File: config.mk
export PLATFORM = sky130hd
export DESIGN_NAME = lsdrs_ctrl
export DESIGN_NICKNAME = d
export VERILOG_FILES = /design/src/lsd_radix_sorter_core_assert.svh /design/src/lsdrs_pkg.sv /design/src/lsdrs_ctrl.sv
export SDC_FILE = /design/constraint.sdc
export NUM_CORES = 1
export LEC_CHECK = 0
export BUFFER_PORTS_ARGS = -buffer_cell sky130_fd_sc_hd__buf_2
export CAP_MARGIN = 20
export CORE_MARGIN = 5
export CORE_UTILIZATION = 42
export DETAILED_ROUTE_END_ITERATION = 10
export HOLD_SLACK_MARGIN = 0.02
export PLACE_DENSITY = 0.83
export SKIP_LAST_GASP = 1
export SLEW_MARGIN = 20
export SYNTH_ARGS = -nofsm -noshare
export SYNTH_HDL_FRONTEND = slang
export SYNTH_SLANG_ARGS = --single-unit
File: constraint.sdc
create_clock -name clk -period 2 [get_ports clk]
set_clock_uncertainty 0.1 [all_clocks]
set_input_delay 0.4 -clock clk [delete_from_list [all_inputs] [get_ports clk]]
set_output_delay 0.4 -clock clk [all_outputs]
set_load 0.02 [all_outputs]
File: src/lsd_radix_sorter_core_assert.svh
// Assertion macros for the radix sorter.
`ifndef LSD_RADIX_SORTER_CORE_ASSERT_SVH
`define LSD_RADIX_SORTER_CORE_ASSERT_SVH

// Checked on every clock edge outside reset.
`define LSDRS_ASSERT(lbl, prop, msg) \
	lbl: assert property (@(posedge clk) disable iff (!arst_n) prop) else $error(msg);

// Checked on every clock edge, reset included.
`define LSDRS_ASSERT_ALWAYS(lbl, prop, msg) \
	lbl: assert property (@(posedge clk) prop) else $error(msg);

`endif

File: src/lsdrs_pkg.sv
// ----------------------------------------------------------------------------
// lsdrs_pkg
// Shared types and constants of the radix sorter: payload structs, the
// command and status groups between controller and datapath, register map.
// ----------------------------------------------------------------------------
`default_nettype none

package lsdrs_pkg;

	// Configuration register map.
	localparam int          APB_AW        = 3;
	localparam logic        REG_IDX_RADIX = 1'b0;
	localparam int          RADIX_W       = 9;
	localparam logic [8:0]  RADIX_RST     = 9'd10;

	// Input transaction payload.
	typedef struct packed {
		logic [31:0] value;
		logic        last;
	} in_item_t;

	// Output transaction payload.
	typedef struct packed {
		logic [31:0] sorted_value;
		logic        end_of_set;
		logic        dropped;
	} out_item_t;

	// Commands from the controller to the datapath.
	typedef struct packed {
		logic load;
		logic start;
		logic clr_wr;
		logic div_rd;
		logic div_go;
		logic div_wr;
		logic cnt_inc;
		logic pfx_rd;
		logic pfx_wr;
		logic pl_rd;
		logic pl_cr;
		logic pl_wr;
		logic span_go;
		logic span_wr;
		logic emit_rd;
		logic emit_ld;
		logic idx_up;
		logic idx_dn;
	} dp_cmd_t;

	// Status from the datapath to the controller.
	typedef struct packed {
		logic idx_last;
		logic idx_first;
		logic bkt_last;
		logic div_busy;
		logic span_zero;
		logic out_free;
	} dp_stat_t;

endpackage

`default_nettype wire

File: src/lsdrs_ctrl.sv
// ----------------------------------------------------------------------------
// lsdrs_ctrl
// Controller of the radix sorter: sequences loading, the digit passes
// (clear, divide and count, prefix sum, placement, span division) and the emit phase.
// ----------------------------------------------------------------------------
`default_nettype none

module lsdrs_ctrl import lsdrs_pkg::*; (
	input  wire logic     clk,
	input  wire logic     arst_n,
	input  wire logic     in_valid,
	input  wire logic     in_last,
	input  wire dp_stat_t st,
	output logic          in_stall,
	output dp_cmd_t       cmd
);

	localparam logic [4:0] S_LOAD  = 5'd0;
	localparam logic [4:0] S_START = 5'd1;
	localparam logic [4:0] S_CHK   = 5'd2;
	localparam logic [4:0] S_CLR   = 5'd3;
	localparam logic [4:0] S_DRD   = 5'd4;
	localparam logic [4:0] S_DGO   = 5'd5;
	localparam logic [4:0] S_DWT   = 5'd6;
	localparam logic [4:0] S_DWR   = 5'd7;
	localparam logic [4:0] S_DCNT  = 5'd8;
	localparam logic [4:0] S_PRD   = 5'd9;
	localparam logic [4:0] S_PWR   = 5'd10;
	localparam logic [4:0] S_LRD   = 5'd11;
	localparam logic [4:0] S_LCR   = 5'd12;
	localparam logic [4:0] S_LWR   = 5'd13;
	localparam logic [4:0] S_SGO   = 5'd14;
	localparam logic [4:0] S_SWT   = 5'd15;
	localparam logic [4:0] S_ERD   = 5'd16;
	localparam logic [4:0] S_ELD   = 5'd17;

	logic [4:0] state_q;
	logic [4:0] state_d;

	// Next state and command decode.
	always_comb begin
		state_d = state_q;
		cmd     = '0;
		case (state_q)
			S_LOAD: begin
				cmd.load = in_valid;
				if (in_valid && in_last) begin
					state_d = S_START;
				end
			end
			S_START: begin
				cmd.start = 1'b1;
				state_d   = S_CHK;
			end
			S_CHK: begin
				state_d = st.span_zero ? S_ERD : S_CLR;
			end
			S_CLR: begin
				cmd.clr_wr = 1'b1;
				if (st.bkt_last) begin
					state_d = S_DRD;
				end
			end
			S_DRD: begin
				cmd.div_rd = 1'b1;
				state_d    = S_DGO;
			end
			S_DGO: begin
				cmd.div_go = 1'b1;
				state_d    = S_DWT;
			end
			S_DWT: begin
				if (!st.div_busy) begin
					state_d = S_DWR;
				end
			end
			S_DWR: begin
				cmd.div_wr = 1'b1;
				state_d    = S_DCNT;
			end
			S_DCNT: begin
				cmd.cnt_inc = 1'b1;
				cmd.idx_up  = 1'b1;
				state_d     = st.idx_last ? S_PRD : S_DRD;
			end
			S_PRD: begin
				cmd.pfx_rd = 1'b1;
				state_d    = S_PWR;
			end
			S_PWR: begin
				cmd.pfx_wr = 1'b1;
				if (st.bkt_last) begin
					cmd.idx_dn = 1'b1;
					state_d    = S_LRD;
				end else begin
					state_d = S_PRD;
				end
			end
			S_LRD: begin
				cmd.pl_rd = 1'b1;
				state_d   = S_LCR;
			end
			S_LCR: begin
				cmd.pl_cr = 1'b1;
				state_d   = S_LWR;
			end
			S_LWR: begin
				cmd.pl_wr  = 1'b1;
				cmd.idx_dn = 1'b1;
				state_d    = st.idx_first ? S_SGO : S_LRD;
			end
			S_SGO: begin
				cmd.span_go = 1'b1;
				cmd.idx_up  = 1'b1;
				state_d     = S_SWT;
			end
			S_SWT: begin
				if (!st.div_busy) begin
					cmd.span_wr = 1'b1;
					state_d     = S_CHK;
				end
			end
			S_ERD: begin
				cmd.emit_rd = 1'b1;
				state_d     = S_ELD;
			end
			S_ELD: begin
				if (st.out_free) begin
					cmd.emit_ld = 1'b1;
					cmd.idx_up  = 1'b1;
					state_d     = st.idx_last ? S_LOAD : S_ERD;
				end
			end
			default: begin
				state_d = S_LOAD;
			end
		endcase
	end

	// State register.
	always_ff @(posedge clk or negedge arst_n) begin
		if (!arst_n) begin
			state_q <= S_LOAD;
		end else begin
			state_q <= state_d;
		end
	end

	assign in_stall = (state_q != S_LOAD);

endmodule

`default_nettype wire

==> results of run 1 <==
## per-layer routing
layer / global-route usage [%] / part of all wire [%] / routed length, um
met1: 23.0 / 41 / 944
met2: 29.1 / 49 / 1120
met3: 4.73 / 6.8 / 158
met4: 8.51 / 3.7 / 85
met5: 0 / 0 / 0
## how the worst max path moves through the flow
stage                             end  cells past startpoint
3_5_place_dp   state_q[1]$_DFFE_PN0P_                      4
4_1_cts                        cmd[1]                      5
2_1_floorplan                 cmd[10]                      4
6_report                       cmd[1]                      4
5_1_grt                        cmd[1]                      4
3_3_place_gp   state_q[0]$_DFFE_PN0P_                      4
## per-stage QoR
stage	setup slack (ns)	area [sq um]	hold WS (ns)	power, mW
floorplan	0.0317	701	0.00441	0.969
global placement	0.118	852	0.114	1.17
detailed placement	0.0804	852	0.122	1.20
CTS	-0.0741	912	0.370	1.37
global route	-0.0626	1000	0.384	1.64
finish	-0.0182	1000	0.372	1.54
## synth_stat cells
| cell | n |
|---|---|
| nor2_1 | 10 |
| nand2_1 | 7 |
| nand2b_1 | 7 |
| nor3_1 | 7 |
| dfrtp_1 | 5 |
| a21oi_1 | 4 |
| buf_2 | 4 |
| clkbuf_1 | 4 |
| inv_1 | 4 |
| nor4_1 | 3 |
| o41ai_1 | 3 |
| a31oi_1 | 2 |
| and3b_1 | 2 |
| mux2_4 | 2 |
| nand3_1 | 2 |
| nand4_1 | 2 |
| nor2b_1 | 2 |
| nor4b_1 | 2 |
| o21ai_0 | 2 |
| or3_1 | 2 |
| or3b_1 | 2 |
| or4bb_1 | 2 |
| a221o_1 | 1 |
| a221oi_1 | 1 |
| and3_1 | 1 |
| buf_6 | 1 |
| nand3b_1 | 1 |
| nand4_4 | 1 |
| nor4bb_1 | 1 |
| o211ai_1 | 1 |
| o21ai_1 | 1 |
| o2bb2ai_1 | 1 |
| or2_2 | 1 |
| or3_4 | 1 |
| or3b_2 | 1 |
| xor2_1 | 1 |
## repair_timing
item,in CTS,in global routing
setup endpoints to repair,8,10
buffers inserted,0,1
hold endpoints to repair,5,0
pin swaps,0,4
hold buffers,1,0
resized for setup,6,21
## layout make-up
class,count,area [sq um]
clock buffers,4,26.3
fillers,123,520
inverters,4,15.0
multi-input cells,76,576
flip-flops and latches,5,126
well taps,16,20.0
repair buffers,35,240
## power groups by stage
stage | clock, mW | combinational (mW) | sequential (mW)
finish | 0.135 | 1.21 | 0.192
global route | 0.140 | 1.31 | 0.195
CTS | 0.134 | 1.06 | 0.176
detailed placement | 0 | 1.02 | 0.175
global placement | 0 | 1.00 | 0.168
floorplan | 0 | 0.784 | 0.186
## cell families after synthesis
group,share of synthesized area (%)
simple gates,51.5
compound gates,15.8
mux,4.36
xor+xnor,1.27
flops,18.1
buf+inv,8.89
## critical path: cells and delay by family (launching register included)
| kind | cells | cell delay [ns] |
|---|---|---|
| buf+inv | 1 | 0.10 |
| simple gates | 3 | 0.72 |
| flops | 1 | 0.43 |
==> summary.md, run 1 <==
| Metric | Value |
|---|---|
| Max cap viols | `0` |
| Clock period minus worst slack | `2.02 ns` |
| Most frequent cells in the layout | `26 x buf_2, 10 x nor2_1, 7 x nand2_1` |
| VDD IR max | `0.899 mV` |
| Type of origin of the critical path | `flop` |
| Largest register by flop count | `state_q` |
| First-pass iteration count of the detailed router | `5` |
| Max Fclk | `~0.50 GHz` |
| Synthesized area | `slightly below 700 sq um` |
| Initial antenna violation count | `0` |
| CP max stage delay | `approximately 0.44 ns` |
| Fin crit share | `101%` |
| Synth Area per Inst | `around 7.3 sq um` |
| H-tree levels | `1` |
| Syn nets | `between 100 and 150` |
| Final GP Congestion | `around 0.81` |
| Crit path arrival time | `roughly 1.5 ns` |
| Total GRT Usage | `18.4%` |
| Final #Nets | `135` |
| Share of cells above drive strength 1 | `a little over two fifths` |
| Critical Path Slowest Stage Cell | `or3b_4` |
| Setup CP Type | `reg2out` |
| Distinct cell type count after synthesis | `36` |
| Clock root cell | `clkbuf_4` |
| Post-route insts no fill | `140` |
| Combinational power share | `just under 80%` |
| Setup WS post-layout | `-0.0182 ns` |
| Post-DRT Antenna Nets | `0` |
| Die Span Y | `between 50 and 60 um` |
| Number of antenna cells inserted | `0` |
| Grt total ovfl | `0` |
| Dpl hpwl | `roughly 1.5 mm` |
| Synth area leaders | `dfrtp_1 18%, nand2b_1 6.4%, nor2_1 5.4%` |
| Yosys top cell by area | `dfrtp_1` |
| Hold path depth | `3` |
| Seq/Total Area, Yosys | `between 10% and 20%` |
| Hold Startpoint | `st[0]` |
| First-pass GRT wire length | `approximately 3.6 mm` |
| Top-Level Pins | `29` |
| Status | `complete, but fails checks` |
| WP data required | `~1.5 ns` |
| Num CTS Buffers | `3` |
| Worst min path class | `in2reg` |
| Slew @ Worst Pin | `0.388 ns` |
| Power share of the sequential group | `about an eighth` |
| # DRC | `0` |
| Setup crit end kind | `primary output` |
| Worst flop-to-flop path startpoint | `state_q[1]$_DFFE_PN0P_` |
| Regs by FF count | `state_q (5)` |
| Number of global-route vias before repair | `740` |
| Clock share of power | `slightly below 9%` |
| Routed len/inst | `between 15 and 20 um` |
| Slew headroom | `between 70 and 80%` |
| Reg2reg path depth | `4` |
| Post-layout util | `approximately 66%` |
| Setup crit start | `state_q[1]$_DFFE_PN0P_` |
| Leak | `between 0.4 and 0.5 nW` |
| Hold endpoint | `state_q[4]$_DFFE_PN0P_` |
| Via density | `about 6` |
| Int Pwr | `~0.76 mW` |
| Unrepaired setup endpoints after global routing | `yes` |
| Via count | `between 800 and 900` |
| Failing checks | `negative setup slack` |
| PwrDens | `~1500 nW/um^2` |
| Core ar. | `between 1500 and 2000 sq um` |
| Yosys warns | `0` |
| Largest net degree at the start of global routing | `24` |
| Std cell rows | `14` |
| Worst-path clk slew | `~0.05 ns` |
| Layout area overhead | `45.6%` |
| CTS tree | `done` |
| Most common cell after layout, fill and taps aside | `buf_2` |
| Total routed wirelength | `2.31 mm` |
| # port buffers | `28` |
| Initial core utilization | `45.2%` |
| Num Clock Sinks | `5` |
| Clk buf depth | `2` |
| R2r endpoint | `state_q[1]$_DFFE_PN0P_` |
| Sw frac | `around half` |
| Die X | `slightly above 50 um` |
| Skew-Pair Late Insertion Delay | `around 0.26 ns` |
| DIE AREA | `between 2000 and 3000 sq um` |
| Placed Cells | `about 130` |
| Max reg flops | `5` |
| Fin. max-slew vios | `0` |
| Final setup fails | `1` |
| Fin. Hold Viols | `0` |
| Post-Syn Instances | `94` |
| Synth top area share | `approximately 18%` |
| Yosys reg bits | `5` |
| Psw | `just under 0.8 mW` |
| Reg2Reg Setup Slack | `approximately 0.070 ns` |
| Drt first-iter violations | `19` |
| CP cell instances | `or3b_4 -> nor3_4 -> or2_4 -> buf_6` |
| Setup_tns | `-0.0182 ns` |
| Crit-path max FO | `4` |
Power figures use the tool's default switching activity.
==> run 2, diff against run 1 <==
- CORE_UTILIZATION: 42 -> 46
- PLACE_DENSITY: 0.83 -> 0.86
- clock period: 2 -> 1.9 ns (I/O delays scaled with it)
==> run 2 against run 1 <==
The run still ends with negative setup slack left; cell count grew 13%; register-to-register slack lost 0.11 ns; combinational power grew 37%; clock-buffer cell count is the same; first-iteration DRC count grew 11%; critical endpoint unchanged.
==> summary.md, run 2 (same netlist as run 1, synthesis figures left out) <==
| Metric | Value |
|---|---|
| Status | `complete, but fails checks` |
| Failing checks | `negative setup slack` |
| Via count | `958 (+13%)` |
| Fin. max-slew vios | `0 (unchanged)` |
| Total GRT Usage | `20.3% (+1.9 points)` |
| First-pass GRT wire length | `3.81 mm (+6.1%)` |
| Dpl hpwl | `1.71 mm (+12%)` |
| Clk buf depth | `2 (unchanged)` |
| Post-DRT Antenna Nets | `0 (unchanged)` |
| Met3 GRT Util | `3.99% (-0.75 points)` |
| Die X | `48.7 um (-3.6%)` |
| Via density | `6.06 (+0.34%)` |
| Register area | `125 sq um (-0.99%)` |
| VDD IR max | `0.926 mV (+3.0%)` |
| Final #Nets | `153 (+13%)` |
| Max cap viols | `0 (unchanged)` |
| WP buf/inv | `1 (unchanged)` |
| DIE AREA | `2370 sq um (-7.0%)` |
| Initial antenna violation count | `0 (unchanged)` |
| Clock period minus worst slack | `about 2 ns` |
| Fin. Hold Viols | `0 (unchanged)` |
| Setup CP Type | `reg2out` |
| Clock root cell | `clkbuf_4` |
| WP data required | `1.42 ns (-0.08 ns)` |
| CP max stage delay | `0.43 ns (about the same)` |
| Reg2reg path depth | `4 (unchanged)` |
| Most frequent cells in the layout | `28 x buf_4, 14 x buf_2, 10 x buf_6, 9 x nor2_1, 6 x nand2_1` |
| Num Clock Sinks | `5 (unchanged)` |
| PwrDens | `1620 nW/um^2 (+5.6%)` |
| Crit path depth | `4 (unchanged)` |
| Crit-path leading delay family | `simple AND/OR/NAND/NOR gates` |
| Most common cell after layout, fill and taps aside | `buf_4` |
| Crit-path max FO | `4 (unchanged)` |
| Slew @ Worst Pin | `0.412 ns (+0.0240 ns)` |
| Multi-input logic area | `636 sq um (+10%)` |
| Std cell rows | `14 (unchanged)` |
| Num CTS Buffers | `3 (unchanged)` |
| Number of antenna cells inserted | `0 (unchanged)` |
| Max Fclk | `0.504 GHz` |
| Reg2Reg Setup Slack | `-0.04 ns (-0.11 ns)` |
| Worst min path class | `in2async` |
| Setup WS post-layout | `-0.0827 ns (-0.0645 ns)` |
| Routed len/inst | `18.9 um (+15%)` |
| CP cell instances | `or3b_4 -> nor3_4 -> or2_4 -> buf_6` |
| Worst flop-to-flop path startpoint | `state_q[1]$_DFFE_PN0P_` |
| Leak | `0.566 nW (+21%)` |
| First-pass iteration count of the detailed router | `5 (unchanged)` |
| Worst-path clk slew | `0.05 ns (about the same)` |
| H-tree levels | `1 (unchanged)` |
| CTS tree | `done` |
| Share of cells above drive strength 1 | `55.6% (+13 points)` |
| Number of global-route vias before repair | `818 (+11%)` |
| Post-layout util | `83.2% (+17 points)` |
| Grt total ovfl | `0 (unchanged)` |
| GR met1 Demand/Resource | `23.7% (+0.71 points)` |
| Max reg flops | `5 (unchanged)` |
| Fin crit share | `104%` |
| GR peak layer | `met2` |
| Critical Path Slowest Stage Cell | `or3b_4` |
| Final GP Congestion | `0.846 (+3.9%)` |
| Layout filler cell count | `83 (-33%)` |
| Core ar. | `1470 sq um (-3.4%)` |
| Type of origin of the critical path | `flop` |
| Largest register by flop count | `state_q` |
| Slew headroom | `72.2% (-1.6 points)` |
| Final setup fails | `11 (+10)` |
| Crit path arrival time | `1.50 ns (-0.02 ns)` |
| Placed Cells | `138 (+3.0%)` |
| Drt first-iter violations | `21 (+2)` |
| Initial core utilization | `46.9% (+1.6 points)` |
| # port buffers | `28 (unchanged)` |
| Layout area overhead | `77.7%` |
| R2r endpoint | `state_q[1]$_DFFE_PN0P_` |
| Top-Level Pins | `29 (unchanged)` |
| Unrepaired setup endpoints after global routing | `yes` |
| Design Power | `1.99 mW (+29%)` |
| Skew-Pair Late Insertion Delay | `0.26 ns (about the same)` |
| Global-route met2 utilization | `36.3% (+7.2 points)` |
| # DRC | `0 (unchanged)` |
| Die Span Y | `48.7 um (-3.6%)` |
| Regs by FF count | `state_q (5)` |
| Total routed wirelength | `2.99 mm (+29%)` |
| Largest net degree at the start of global routing | `18 (-25%)` |
| Setup crit end kind | `primary output` |
| Post-route insts no fill | `158 (+13%)` |
| Pre-CTS setup slack | `0.0298 ns (-0.0506 ns)` |
==> run 2: cell type report <==
class	instances	share of cell area [%]
repair buffers	53	32.9
well taps	16	1.63
flip-flops and latches	5	10.2
inverters	4	1.23
multi-input cells	76	51.9
clock buffers	4	2.15
==> run 2: worst max-delay path by stage <==
stage | start | slack [ns] | to
3_5_place_dp | state_q[0]$_DFFE_PN0P_ | 0.03 | state_q[4]$_DFFE_PN0P_
3_3_place_gp | state_q[1]$_DFFE_PN0P_ | 0.07 | state_q[0]$_DFFE_PN0P_
6_report | state_q[1]$_DFFE_PN0P_ | -0.08 | cmd[1]
4_1_cts | state_q[1]$_DFFE_PN0P_ | -0.08 | cmd[1]
2_1_floorplan | state_q[2]$_DFFE_PN0P_ | -0.03 | state_q[0]$_DFFE_PN0P_
5_1_grt | state_q[1]$_DFFE_PN0P_ | -0.15 | cmd[1]
==> run 2: through the flow <==
step	cell area [sq um]	hold slack [ns]	setup TNS, ns
final	1220	0.380	-0.304
after floorplan	714	-0.0156	-0.0946
after global placement	896	0.0961	0
after global routing	1220	0.391	-1.39
after detailed placement	896	0.101	0
after CTS	1070	0.382	-0.128
==> run 2: where the power goes <==
| part | switching (mW) | internal [mW] |
|---|---|---|
| sequential | 0.0367 | 0.155 |
| combinational | 0.874 | 0.788 |
| clock | 0.0522 | 0.0800 |
==> run 2: routing by layer <==
metal  routed length, um  vias to the layer above  share of wire (%)
met5                   0                        -                  0
met2                1580                       46                 53
met1                1080                      452                 36
li1                    -                      444                  -
met3                 175                       16                5.8
met4                 153                        0                5.1
==> run 2: what timing repair did <==
action | in CTS | in global routing
resized for setup | 17 | 28
gates cloned | 0 | 0
buffers inserted | 8 | 7
hold buffers | 1 | 0
pin swaps | 1 | 9
endpoints found under the setup margin | 9 | 20
endpoints found under the hold margin | 5 | 0
